**src/hw/rtl/svps_pkg.sv**
```systemverilog
package svps_pkg;

    // valve line layout of the sampler board
    localparam int NUM_LINES         = 32;
    localparam int FIRST_SAMPLE_LINE = 1;
    localparam int FLUSH_LINE        = 0;

    localparam int TICK_W   = 16;
    localparam int INDEX_W  = 5;
    localparam int LINE_W   = 5;
    // wide enough for first sample line plus the largest index, and for NUM_LINES
    localparam int CALC_W   = 7;
    localparam logic [INDEX_W-1:0] INDEX_MAX = {INDEX_W{1'b1}};

    typedef enum logic [2:0] {
        PH_SETUP    = 3'd0,
        PH_IDLE     = 3'd1,
        PH_PURGE    = 3'd2,
        PH_FLUSH    = 3'd3,
        PH_SAMPLE   = 3'd4,
        PH_STOP     = 3'd5,
        PH_FINISHED = 3'd6
    } phase_t;

    // configuration register indexes
    localparam logic [2:0] CFG_SETUP_TICKS  = 3'd0;
    localparam logic [2:0] CFG_IDLE_TICKS   = 3'd1;
    localparam logic [2:0] CFG_PURGE_TICKS  = 3'd2;
    localparam logic [2:0] CFG_FLUSH_TICKS  = 3'd3;
    localparam logic [2:0] CFG_SAMPLE_TICKS = 3'd4;
    localparam logic [2:0] CFG_VALVE_COUNT  = 3'd5;

    typedef struct packed {
        logic              done_res;
        logic              pump_reverse;
        logic              pump_on;
        logic [LINE_W-1:0] valve_line;
        logic              valve_on;
        logic [2:0]        phase;
    } drive_t;

endpackage

```
**src/hw/rtl/svps_drive.sv**
```systemverilog
module svps_drive
    import svps_pkg::*;
(
    input  phase_t             phase,
    input  logic [INDEX_W-1:0] valve_index,
    output drive_t             drive
);

    logic [CALC_W-1:0] sample_line;
    logic [CALC_W-1:0] line;
    logic              line_ok;

    assign sample_line = CALC_W'(FIRST_SAMPLE_LINE) + CALC_W'(valve_index);

    always_comb
    begin
        drive              = '0;
        drive.phase        = phase;
        drive.done_res     = (phase == PH_FINISHED);
        line               = sample_line;
        case (phase)
            PH_PURGE:
            begin
                drive.pump_on      = 1'b1;
                drive.pump_reverse = 1'b1;
            end
            PH_FLUSH:
            begin
                line          = CALC_W'(FLUSH_LINE);
                drive.pump_on = 1'b1;
            end
            PH_SAMPLE:
            begin
                drive.pump_on = 1'b1;
            end
            default:
            begin
                drive.pump_on = 1'b0;
            end
        endcase
        // lines past the board or the 5-bit field drive nothing
        line_ok = (line < CALC_W'(NUM_LINES)) && (line <= CALC_W'(31));
        if (drive.pump_on && line_ok)
        begin
            drive.valve_on   = 1'b1;
            drive.valve_line = line[LINE_W-1:0];
        end
    end

endmodule

```
**src/hw/rtl/sampler_valve_pump_sequencer_unit.sv**
```systemverilog
// Timed valve and pump sequencer for a multi-valve water sampler. Each transfer on the
// input stream carries one tick bit: 1 lets one time unit pass, 0 only reports. Every
// input transfer yields exactly one output transfer showing the state after the update:
// phase, driven valve line, pump on and direction, and the done flag. Phases run setup,
// purge (sample valve, pump reversed), flush (flush valve, pump forward), sample (sample
// valve, pump forward), then straight through stop to idle or, when all valves are taken,
// to finished, which holds. A phase loaded with T ticks ends on its T-th tick; zero acts
// as one. Sequencer state updates at the input transfer and the result lands in a single
// output register, so a new item is taken every cycle while the output side keeps up.
// Duration writes take effect at the next entry to their phase (setup's is never read);
// the user must write configuration only while the stream is idle; this is unenforced.
module sampler_valve_pump_sequencer_unit
    import svps_pkg::*;
(
    input  logic        clk,
    input  logic        rst_n,

    // input stream
    input  logic        s_axis_tvalid,
    output logic        s_axis_tready,
    input  logic [7:0]  s_axis_tdata,   // [0] tick, [7:1] zero

    // result stream
    output logic        m_axis_tvalid,
    input  logic        m_axis_tready,
    output logic [15:0] m_axis_tdata,   // [2:0] phase, [3] valve_on, [8:4] valve_line,
                                        // [9] pump_on, [10] pump_reverse, [11] done_res,
                                        // [15:12] zero

    // configuration write port
    input  logic        cfg_we,
    input  logic [2:0]  cfg_addr,
    input  logic [15:0] cfg_data
);

    // configuration registers
    logic [TICK_W-1:0]  setup_ticks_reg;
    logic [TICK_W-1:0]  idle_ticks_reg;
    logic [TICK_W-1:0]  purge_ticks_reg;
    logic [TICK_W-1:0]  flush_ticks_reg;
    logic [TICK_W-1:0]  sample_ticks_reg;
    logic [INDEX_W-1:0] valve_count_reg;

    // sequencer state
    phase_t             phase_reg, phase_next;
    logic [TICK_W-1:0]  countdown_reg, countdown_next;
    logic [INDEX_W-1:0] valve_index_reg, valve_index_next;
    logic [INDEX_W-1:0] index_inc;

    // result register
    logic               out_valid_reg;
    drive_t             result_reg;
    drive_t             result_next;

    logic               in_xfer;
    logic               tick;

    assign tick          = s_axis_tdata[0];
    // the output register is free, or is being emptied this cycle
    assign s_axis_tready = !out_valid_reg || m_axis_tready;
    assign in_xfer       = s_axis_tvalid && s_axis_tready;

    always_ff @(posedge clk or negedge rst_n)
    begin
        if (!rst_n)
        begin
            setup_ticks_reg  <= TICK_W'(1);
            idle_ticks_reg   <= TICK_W'(1);
            purge_ticks_reg  <= TICK_W'(1);
            flush_ticks_reg  <= TICK_W'(1);
            sample_ticks_reg <= TICK_W'(1);
            valve_count_reg  <= INDEX_W'(24);
        end
        else if (cfg_we)
        begin
            case (cfg_addr)
                CFG_SETUP_TICKS:  setup_ticks_reg  <= cfg_data;
                CFG_IDLE_TICKS:   idle_ticks_reg   <= cfg_data;
                CFG_PURGE_TICKS:  purge_ticks_reg  <= cfg_data;
                CFG_FLUSH_TICKS:  flush_ticks_reg  <= cfg_data;
                CFG_SAMPLE_TICKS: sample_ticks_reg <= cfg_data;
                CFG_VALVE_COUNT:  valve_count_reg  <= cfg_data[INDEX_W-1:0];
                default:          ;
            endcase
        end
    end

    // valve index saturates at its top value
    assign index_inc = (valve_index_reg != INDEX_MAX) ? valve_index_reg + INDEX_W'(1)
                                                      : valve_index_reg;

    always_comb
    begin
        phase_next       = phase_reg;
        countdown_next   = countdown_reg;
        valve_index_next = valve_index_reg;
        if (tick && phase_reg != PH_FINISHED)
        begin
            if (countdown_reg > TICK_W'(1))
            begin
                countdown_next = countdown_reg - TICK_W'(1);
            end
            else
            begin
                case (phase_reg)
                    PH_SETUP, PH_IDLE:
                    begin
                        phase_next     = PH_PURGE;
                        countdown_next = purge_ticks_reg;
                    end
                    PH_PURGE:
                    begin
                        phase_next     = PH_FLUSH;
                        countdown_next = flush_ticks_reg;
                    end
                    PH_FLUSH:
                    begin
                        phase_next     = PH_SAMPLE;
                        countdown_next = sample_ticks_reg;
                    end
                    PH_SAMPLE:
                    begin
                        // stop is passed within this tick: pump off, valves closed
                        valve_index_next = index_inc;
                        if (index_inc < valve_count_reg)
                        begin
                            phase_next     = PH_IDLE;
                            countdown_next = idle_ticks_reg;
                        end
                        else
                        begin
                            phase_next     = PH_FINISHED;
                            countdown_next = '0;
                        end
                    end
                    default:
                    begin
                        phase_next     = PH_FINISHED;
                        countdown_next = '0;
                    end
                endcase
            end
        end
    end

    always_ff @(posedge clk or negedge rst_n)
    begin
        if (!rst_n)
        begin
            phase_reg       <= PH_SETUP;
            countdown_reg   <= TICK_W'(1);
            valve_index_reg <= '0;
        end
        else if (in_xfer)
        begin
            phase_reg       <= phase_next;
            countdown_reg   <= countdown_next;
            valve_index_reg <= valve_index_next;
        end
    end

    // decode of valve and pump drive from the updated state
    svps_drive u_drive (
        .phase       (phase_next),
        .valve_index (valve_index_next),
        .drive       (result_next)
    );

    always_ff @(posedge clk or negedge rst_n)
    begin
        if (!rst_n)
        begin
            out_valid_reg <= 1'b0;
        end
        else if (in_xfer)
        begin
            out_valid_reg <= 1'b1;
        end
        else if (m_axis_tready)
        begin
            out_valid_reg <= 1'b0;
        end
    end

    always_ff @(posedge clk)
    begin
        if (in_xfer)
        begin
            result_reg <= result_next;
        end
    end

    assign m_axis_tvalid = out_valid_reg;
    assign m_axis_tdata  = {4'b0, result_reg};

endmodule
```
**config.mk**
```make
export PLATFORM = sky130hd
export DESIGN_NAME = sampler_valve_pump_sequencer_unit
export DESIGN_NICKNAME = d
export VERILOG_FILES = /design/src/hw/rtl/svps_pkg.sv /design/src/hw/rtl/svps_drive.sv /design/src/hw/rtl/sampler_valve_pump_sequencer_unit.sv
export SDC_FILE = /design/constraint.sdc
export NUM_CORES = 1
export LEC_CHECK = 0
export BUFFER_PORTS_ARGS = -buffer_cell sky130_fd_sc_hd__buf_2
export CAP_MARGIN = 20
export CORE_MARGIN = 4
export CORE_UTILIZATION = 64
export DETAILED_ROUTE_END_ITERATION = 8
export PLACE_DENSITY = 0.85
export SETUP_SLACK_MARGIN = 0.5
export SYNTH_ARGS = -nofsm -noshare
export SYNTH_HDL_FRONTEND = slang
export SYNTH_SLANG_ARGS = --single-unit
```
**constraint.sdc**
```tcl
create_clock -name clk -period 6.84 [get_ports clk]
set_input_delay 0.342 -clock clk [delete_from_list [all_inputs] [get_ports clk]]
set_output_delay 0.342 -clock clk [all_outputs]
set_load 0.02 [all_outputs]
```
==> results_dict.tcl, run 1 <==
set metrics [dict create \
    num_rows 33 \
    drv_slew 0 \
    fillers 566 \
    track_usage_pct 22.98 \
    die_x_um 101.4 \
    outcome "complete, no violations" \
    chipHeight_um 101.4 \
    peakVddDrop_mv 0.1680 \
    ys_seq_area_share_pct 48.79 \
    gr-total-overflow 0 \
    cts_tree "built" \
    crit_required_ns 6.97 \
    antenna_found_initial 0 \
    critPathLaunchType "flip-flop" \
    ant_nets 0 \
    postCtsResizedCells 0 \
    drive_above_1_share_pct 31.01 \
    mappedNetlistArea_um2 5578 \
    synth.avg_cell_area_um2 11.38 \
    dp.cells 604 \
    io-pin-count 50 \
    max_cap_viol_count 0 \
    fmax_ghz 0.2614 \
    cts_buffer_depth 2 \
    clkSlewWorstSetupHoldPaths_ns 0.11 \
    clkSinkCount 106 \
    endpoint_kind "flip-flop" \
    synth_cells 490 \
    worst-path-max-fanout 19 \
    ys.flop_type "dfrtp_1" \
    final_common_cell "dfrtp_1" \
    tns_ns 0 \
    via_per_inst 6.258 \
    yosysWarnings 0 \
    cts_max_level 3 \
    final_cells 621 \
    cts_buffers 9 \
    global_route.usage.met2_pct 36.72 \
    initial_utilization_pct 66.88 \
    p_leak_nw 2.543 \
    wirelength_mm 11.01 \
    root_buffer "clkbuf_8" \
    critPathKind "flip-flop to flip-flop" \
    synth_seq_cells 106 \
    synth-edff-count 12 \
    rrSetupSlack_ns 3.01 \
    core_area_um2 8341 \
    fin_skew_ns 0.01355 \
    layout_common_cells "dfrtp_1 (87), mux2_2 (73), buf_2 (37), nor2_1 (32), mux2i_1 (21)" \
    slew_headroom_pct 26.54 \
    period_share_pct 55.92 \
    powerDensity_nw_per_um2 297.7 \
    grt_first_pass_wirelength_mm 18.68 \
    grt_pass1_vias 3859 \
    setup_viol 0 \
    hpwl_mm 7.463 \
    port_buffers 38 \
    diodes 0 \
    num_vias 3886 \
    grt_max_degree 73 \
    hold_violations 0 \
    grt_busiest_layer "met2" \
    clk_latency_ns 0.38 \
    ys_async_sr_fraction_pct 88.68 \
    worst_pin_slew_ns 1.096 \
    drtIter0Drc 215 \
    met1_usage_pct 31.86 \
    dieArea_um2 10270 \
    rsz0062_at_grt "no" \
    hold_class "input pin to flip-flop" \
    period_needed_ns 3.825 \
    wl_per_cell_um 17.74 \
    crit_arrival_ns 3.96 \
    nNetsFinal 551 \
    setup_ws_ns 3.015 \
    post-place-ws_ns 3.019 \
    dr.pass1.iters 4 \
    drcViolationCount 0 \
    place_congestion 0.8391 \
    ys_types 68 \
    met3_usage_pct 3.581 \
    synthToLayoutAreaGrowth_pct 7.941 \
]
-- cells in the mapped netlist, types with 4 or more instances --
master    count  area [um2]
xor2_1        4       35.03
ha_1          8       100.1
nor2_1       32       120.1
dfrtp_1      87        2177
edfxtp_1     12       360.4
nand3_1       9       45.04
mux2i_1      21       210.2
buf_2         7       35.03
a211oi_1     17       127.6
nor3_1        8       40.04
a22o_1       14       122.6
dfstp_2       7       183.9
inv_1        14       52.55
nand2_1      17       63.81
and3_1        6       37.54
a21oi_1      17       85.08
buf_4         6       45.04
o21ai_0      20       100.1
o32ai_1       5       43.79
o22ai_1       5       31.28
nand4_1       5       31.28
clkbuf_1     21       78.83
mux2_2       73       822.0
nand2b_1      4       25.02
-- cell families (layout without fill, tap and decap cells) --
family,count (synthesis),in the layout,share of synthesized area [%]
AND/OR/NAND/NOR,115,115,11.78
AO/OA/AOI/OAI,105,105,13.10
buffers and inverters,52,75,4.329
XOR/XNOR,7,7,1.099
adder cells (fa/ha/maj),8,8,1.795
multiplexers,96,96,19.04
other,1,4,0.06723
flip-flops,106,106,48.79
-- critical path, cell delays in order (launching register included) --
cell	delay, ns
dfrtp_1	0.54
ha_1	0.42
a21boi_0	0.15
a21oi_1	0.34
ha_1	0.32
a21o_1	0.17
a211o_1	0.31
a21oi_2	0.68
a21boi_0	0.22
o22a_1	0.25
and3_1	0.19
-- power breakdown --
| part | internal [mW] | switching (mW) | total (mW) | leakage, nW |
|---|---|---|---|---|
| logic | 0.241 | 0.283 | 0.524 | 1.18 |
| registers | 0.788 | 0.0966 | 0.885 | 1.26 |
| clock network | 0.146 | 0.238 | 0.384 | 0.0991 |
| total | 1.17 | 0.618 | 1.79 | 2.54 |
-- final timing paths --
kind,to,from,cells past startpoint
hold reg to reg,flush_ticks_reg[15],flush_ticks_reg[15],1
setup / recovery,m_axis_tdata[11],valve_index_reg[0],10
min in group asynchronous,sample_ticks_reg[5],rst_n,2
setup reg to reg,m_axis_tdata[11],valve_index_reg[0],10
max in group asynchronous,phase_reg[2],rst_n,3
hold / removal,m_axis_tvalid,s_axis_tvalid,2
-- metrics by stage --
step | hold WS (ns) | total power [mW] | util, % | cell area, um2
after floorplan | 0.04641 | 1.287 | - | 5589
after global placement | 0.2430 | 1.384 | 69.59 | 5804
after detailed placement | 0.2522 | 1.418 | 69.59 | 5804
after CTS | 0.1718 | 1.797 | 72.19 | 6021
after global routing | 0.1804 | 1.904 | 72.19 | 6021
final | 0.1838 | 1.792 | 72.19 | 6021
-- layer usage --
| metal | up-vias | routed length, um |
|---|---|---|
| met3 | 26 | 550 |
| met1 | 1892 | 4948 |
| met4 | 0 | 258 |
| li1 | 1852 | - |
| met2 | 116 | 5256 |
| met5 | - | 0 |
-- final cells by class --
cell class                      count  area [um2]  area share [%]
Inverter                           14       52.55          0.8728
Sequential cell                   106        2721           45.20
Clock inverter                      7       82.58           1.372
Clock buffer                        9       123.9           2.057
Multi-Input combinational cell    335        2661           44.20
Timing Repair Buffer               45       247.7           4.115
Tap cell                          105       131.4           2.182
-- timing repair --
item / in CTS / in global routing
hold endpoints to repair: 20 / 0
setup buffers: 0 / 0
hold buffers: 1 / 0
Power figures use the tool's default switching activity.
==> run 2, diff against run 1 <==
- ABC_AREA: unset -> 1
- CORE_UTILIZATION: 64 -> 54
- PLACE_DENSITY: 0.85 -> 0.76
- clock period: 6.84 -> 3.3 ns (I/O delays scaled with it)
==> run 2 against run 1 <==
Against the previous run:
- non-clock buffer count grew 12
- die area rose by 14%
- combinational power rose by 67%
- critical path depth grew 5
- synthesized cell count up 35%
- cell area increased by 0.23%
- cell count grew 35%
- fmax rose by 45%
- count of clock-buffer cells in the layout rose by 3
- register-to-register slack worse by 2.4 ns
- sequential share of layout area fell by 0.062 points
- sequential cell count is the same
- critical path type unchanged
- largest power group unchanged
- highest routed layer unchanged
==> results_dict.tcl, run 2 <==
set metrics [dict create \
    dieArea_um2 11690 \
    synth_seq_cells 106 \
    synth-edff-count 12 \
    crit_arrival_ns 2.78 \
    max_stage_delay_ns 0.42 \
    seq_area_um2 2724 \
    crit_chain "ha_1 -> nand4_1 -> inv_1 -> a21oi_1 -> inv_1 -> ha_1 -> nand2_1 -> o21ai_1 -> nor2_4 -> nand2_4 -> nand2_1 -> nand2_1 -> nand3_2 -> nand3b_1 -> nor2_2" \
    drive_above_1_share_pct 17.80 \
    p_total_mw 3.411 \
    synth_top_area_share_pct 40.21 \
    hold_violations 0 \
    post-place-ws_ns 0.2989 \
    yosysMostFrequentCell "nand2_1" \
    grt_max_degree 58 \
    core_area_um2 9774 \
    drtIter0Drc 366 \
    die_x_um 108.1 \
    synth_top_area_cell "dfrtp_1" \
    final_common_cell "nand2_1" \
    io-pin-count 50 \
    root_buffer "clkbuf_8" \
    hpwl_mm 8.503 \
    cts_tree "built" \
    worst_pin_slew_ns 1.034 \
    fin_skew_ns 0.009153 \
    setup_viol 0 \
    clk_latency_ns 0.37 \
    cts_buffer_depth 2 \
    tns_ns 0 \
    synth_area_leaders "dfrtp_1 (40%), nand2_1 (12%), o21ai_0 (8.0%), edfxtp_1 (6.7%), nand3_1 (4.4%)" \
    ant_nets 0 \
    final_cells 841 \
    ys.flop_type "dfrtp_1" \
    diodes 0 \
    cp_slowest_cell "dfrtp_2" \
    dr.pass1.iters 5 \
    powerDensity_nw_per_um2 565.2 \
    synthToLayoutAreaGrowth_pct 11.46 \
    place_congestion 0.9122 \
    drv_slew 0 \
    ys_types 35 \
    rsz0062_at_grt "no" \
    worst-path-max-fanout 5 \
    chipHeight_um 108.1 \
    max_cap_viol_count 0 \
    outcome "complete, no violations" \
    wirelength_mm 12.20 \
    period_needed_ns 2.645 \
    grt_first_pass_wirelength_mm 20.58 \
    num_rows 36 \
    period_share_pct 80.17 \
    synth.avg_cell_area_um2 8.203 \
    antenna_found_initial 0 \
    ys_seq_area_share_pct 50.27 \
    clkSlewWorstSetupHoldPaths_ns 0.10 \
    crit_required_ns 3.44 \
    utilization_pct 61.74 \
    grt_pass1_vias 4386 \
    finalHoldWorstSlack_ns 0.07570 \
    fillers 868 \
    multi_input_area_um2 2357 \
    yosysWarnings 0 \
    track_usage_pct 22.24 \
    cp_common_cell "nand2_1" \
    peakVddDrop_mv 0.3032 \
    postLayoutCellArea_um2 6035 \
    cts_buffers 9 \
    p_leak_nw 2.874 \
    via_per_inst 5.382 \
    critPathKind "flip-flop to flip-flop" \
    wl_per_cell_um 14.50 \
    port_buffers 38 \
    gr-total-overflow 0 \
    nNetsFinal 743 \
    slew_headroom_pct 30.91 \
    endpoint_kind "flip-flop" \
    cts_max_level 3 \
    clkSinkCount 106 \
    critPathLaunchType "flip-flop" \
    fmax_ghz 0.3780 \
    initial_utilization_pct 55.39 \
    dp.cells 816 \
    hold_class "input pin to flip-flop" \
    mappedNetlistArea_um2 5414 \
    setup_ws_ns 0.6545 \
    synth_cells 660 \
    layout_common_cells "nand2_1 (180), dfrtp_1 (85), o21ai_0 (84), inv_1 (63), nand3_1 (47)" \
    ys_async_sr_fraction_pct 88.68 \
    post_dp_cell_area_um2 5731 \
    yosys-top-cells-count "nand2_1 (180), dfrtp_1 (87), o21ai_0 (86)" \
    num_vias 4526 \
    drcViolationCount 0 \
]
run 2: cell count changes in the layout (fill, tap and decap cells not counted), moves of 8 or more:
| cell | change |
|---|---|
| a211oi_1 | -17 |
| o21ai_0 | +64 |
| nor2_2 | +12 |
| nor2_4 | +10 |
| nand2_1 | +163 |
| a21oi_1 | +9 |
| a22o_1 | -13 |
| buf_4 | +11 |
| mux2_2 | -73 |
| a22oi_1 | +13 |
| nand3_1 | +38 |
| nand4_1 | +8 |
| inv_1 | +49 |
| mux2i_1 | -21 |
run 2: timing repair:
item / CTS / global route
hold buffers: 1 / 0
pin swaps: 1 / 4
gates cloned: 0 / 0
buffers inserted: 3 / 5
setup endpoints to repair: 17 / 23
endpoints found under the hold margin: 49 / 0
resized for setup: 2 / 12
run 2: cells by family after synthesis:
logic type | after synthesis | synth area share, %
adders and majority gates | 8 | 1.849
DFF | 106 | 50.27
buffers and inverters | 96 | 7.095
xor gates and xnor gates | 6 | 0.9706
other | 1 | 0.06927
and+or+nand+nor | 308 | 25.95
AOI/OAI and AO/OA | 135 | 13.80
run 2: layout make-up:
cell class                 instances  area share [%]
clock buffer                      12           2.758
clock inverter                     4          0.3939
inverter                          68           4.230
multi-input combinational        461           39.06
sequential                       106           45.14
tap                              133           2.758
timing repair buffer              57           5.660
run 2: final timing paths:
kind / startpoint / endpoint / slack [ns] / depth (start not counted)
min in group asynchronous: rst_n / m_axis_tvalid / 0.39 / 2
min reg2reg: flush_ticks_reg[7] / flush_ticks_reg[7] / 0.49 / 2
max in group asynchronous: rst_n / idle_ticks_reg[0] / 2.10 / 3
max reg2reg: valve_index_reg[0] / m_axis_tdata[6] / 0.65 / 15
min: m_axis_tready / m_axis_tvalid / 0.08 / 4
max: valve_index_reg[0] / m_axis_tdata[6] / 0.65 / 15
run 2: where the power goes:
part           internal, mW  switching (mW)  total, mW
Clock                 0.340           0.432      0.771
Combinational         0.337           0.539      0.876
Sequential             1.59           0.178       1.76
run 2: metal layers:
metal / wire length [um] / vias up / track usage (%)
li1: - / 2236 / -
met3: 599 / 19 / 2.746
met2: 5979 / 118 / 36.86
met4: 240 / 0 / 9.197
met1: 5378 / 2153 / 29.75
met5: 0 / - / 0
run 2: critical path: cells and delay by family, from the launching register on:
kind,cells,cell delay [ns]
buffers and inverters,2,0.15
adder cells (fa/ha/maj),2,0.52
AND/OR/NAND/NOR,9,0.87
flip-flops,1,0.42
AO/OA/AOI/OAI,2,0.44
==> run 3, diff against run 2 <==
- clock period: 3.3 -> 2.3 ns (I/O delays scaled with it)
==> run 3 against run 2 <==
Against the previous run:
- the flow now finishes with violations (negative setup slack)
- first-iteration DRC count grew 22%
- sequential share of layout area shrank 4.0 points
- die area is the same
- utilization grew 5.9 points
- routed wire length grew 11%
==> results_dict.tcl, run 3 (same netlist as run 2, synthesis figures left out) <==
set metrics [dict create \
    cts_buffer_depth 2 \
    peakVddDrop_mv 0.4332 \
    clk_latency_ns 0.37 \
    ant_nets 0 \
    dr.pass1.iters 6 \
    track_usage_pct 24.09 \
    fin_skew_ns 0.008563 \
    layout_common_cells "nand2_1 (171), dfrtp_1 (87), o21ai_0 (79), inv_1 (55), nand3_1 (43)" \
    cts_tree "built" \
    synthToLayoutAreaGrowth_pct 22.05 \
    setup_ws_ns -0.2607 \
    num_rows 36 \
    met3_usage_pct 3.940 \
    seq_area_um2 2721 \
    met1_usage_pct 31.51 \
    cts_buffers 9 \
    cts_max_level 3 \
    worst_pin_slew_ns 0.7657 \
    grt_busiest_layer "met2" \
    hpwl_mm 9.167 \
    root_buffer "clkbuf_8" \
    clkSinkCount 106 \
    rrSetupSlack_ns -0.26 \
    tns_ns -5.294 \
    fillers 768 \
    diodes 0 \
    dieArea_um2 11690 \
    port_buffers 38 \
    powerDensity_nw_per_um2 832.6 \
    setup_viol 29 \
    initial_utilization_pct 55.39 \
    period_needed_ns 2.561 \
    core_area_um2 9774 \
    max_cap_viol_count 0 \
    hold_violations 0 \
    utilization_pct 67.60 \
    num_vias 4867 \
    nNetsFinal 775 \
    global_route.usage.met2_pct 39.83 \
    reg2reg_from "valve_index_reg[0]" \
    drive_above_1_share_pct 26.49 \
    wirelength_mm 13.59 \
    critPathKind "flip-flop to flip-flop" \
    antenna_found_initial 0 \
    drtIter0Drc 445 \
    gr-total-overflow 0 \
    slew_headroom_pct 48.89 \
    io-pin-count 50 \
    crit_end "m_axis_tdata[6]" \
    outcome "finished, violations left" \
    fmax_ghz 0.3905 \
    hold_class "input pin to flip-flop" \
    r2r_end "m_axis_tdata[6]" \
    grt_pass1_vias 4789 \
    grt_max_degree 73 \
    critPathLaunchType "flip-flop" \
    period_share_pct 111.3 \
    rsz0062_at_grt "yes" \
    p_leak_nw 3.088 \
    grt_first_pass_wirelength_mm 22.44 \
    startpoint "valve_index_reg[0]" \
    via_per_inst 5.575 \
    multi_input_area_um2 2585 \
    wl_per_cell_um 15.57 \
    violations "negative setup slack" \
    die_x_um 108.1 \
    clkSlewWorstSetupHoldPaths_ns 0.10 \
    endpoint_kind "flip-flop" \
    drcViolationCount 0 \
    crit_required_ns 2.44 \
    final_common_cell "nand2_1" \
    place_congestion 0.9247 \
    drv_slew 0 \
    reg2reg_depth 13 \
    chipHeight_um 108.1 \
    worst-path-max-fanout 5 \
    crit_arrival_ns 2.70 \
]
run 3: cell count changes in the layout (fill, tap and decap cells not counted), moves of 5 or more:
| cell | change |
|---|---|
| inv_1 | -8 |
| o21ai_0 | -5 |
| inv_2 | +6 |
| ha_1 | -6 |
| ha_4 | +6 |
| a21oi_1 | -6 |
| buf_4 | +23 |
| buf_6 | +6 |
| nand2_4 | +5 |
| nand2_1 | -9 |
run 3: how the worst min path moves through the flow:
| stage | start | end | slack (ns) | cells past startpoint |
|---|---|---|---|---|
| 2_1_floorplan | rst_n | countdown_reg[10] | -0.18 | 0 |
| 3_3_place_gp | rst_n | phase_reg[2] | 0.04 | 1 |
| 3_5_place_dp | rst_n | phase_reg[2] | 0.04 | 1 |
| 4_1_cts | m_axis_tready | m_axis_tvalid | 0.001 | 4 |
| 5_1_grt | m_axis_tready | m_axis_tvalid | 0.05 | 4 |
| 6_report | m_axis_tready | m_axis_tvalid | 0.02 | 4 |
run 3: worst max-delay path: stages, from the launching register on:
cell and delay (ns):
dfrtp_1 0.41, ha_4 0.16, nand4_1 0.23, o21ai_2 0.28, inv_2 0.07, ha_4 0.16
a21oi_4 0.17, o21ai_4 0.07, nor2_4 0.20, nand2_4 0.11, a21boi_4 0.16, nand3_2 0.13
nand3b_1 0.13, nor2_2 0.04
run 3: metal layers:
| layer | vias up | part of all wire (%) |
|---|---|---|
| li1 | 2308 | - |
| met1 | 2305 | 41 |
| met2 | 217 | 50 |
| met3 | 37 | 6.5 |
| met4 | 0 | 2.7 |
| met5 | - | 0 |
run 3: cell type report:
| cell class | count | share of cell area, % |
|---|---|---|
| inverters | 68 | 3.958 |
| repair buffers | 89 | 9.790 |
| well taps | 133 | 2.518 |
| flip-flops and latches | 106 | 41.19 |
| multi-input cells | 461 | 39.12 |
| clock inverters | 2 | 0.1704 |
| clock buffers | 14 | 3.257 |
run 3: per-stage QoR:
stage	power, mW	instance area (um2)	hold slack, ns	worst slack (ns)	cells
5_1_grt	5.827	6608	0.05172	-0.3575	873
3_5_place_dp	3.911	5998	0.03831	-0.1672	846
6_report	5.502	6608	0.01553	-0.2607	873
4_1_cts	5.339	6405	0.001434	-0.08764	867
3_3_place_gp	3.837	5998	0.03696	-0.1190	846
2_1_floorplan	3.405	5455	-0.1806	-0.1294	663
run 3: repair_timing:
item | CTS | global route
gates cloned | 0 | 1
hold endpoints to repair | 22 | 0
hold buffers | 1 | 0
pin swaps | 15 | 17
gates resized for setup | 40 | 31
endpoints found under the setup margin | 32 | 46
buffers inserted | 4 | 5
run 3: report_power, final:
part | switching [mW] | total, mW | leakage, nW | internal [mW]
Combinational | 0.956 | 1.71 | 1.72 | 0.756
Clock | 0.632 | 1.25 | 0.119 | 0.615
Sequential | 0.270 | 2.54 | 1.25 | 2.27
Total | 1.86 | 5.50 | 3.09 | 3.64
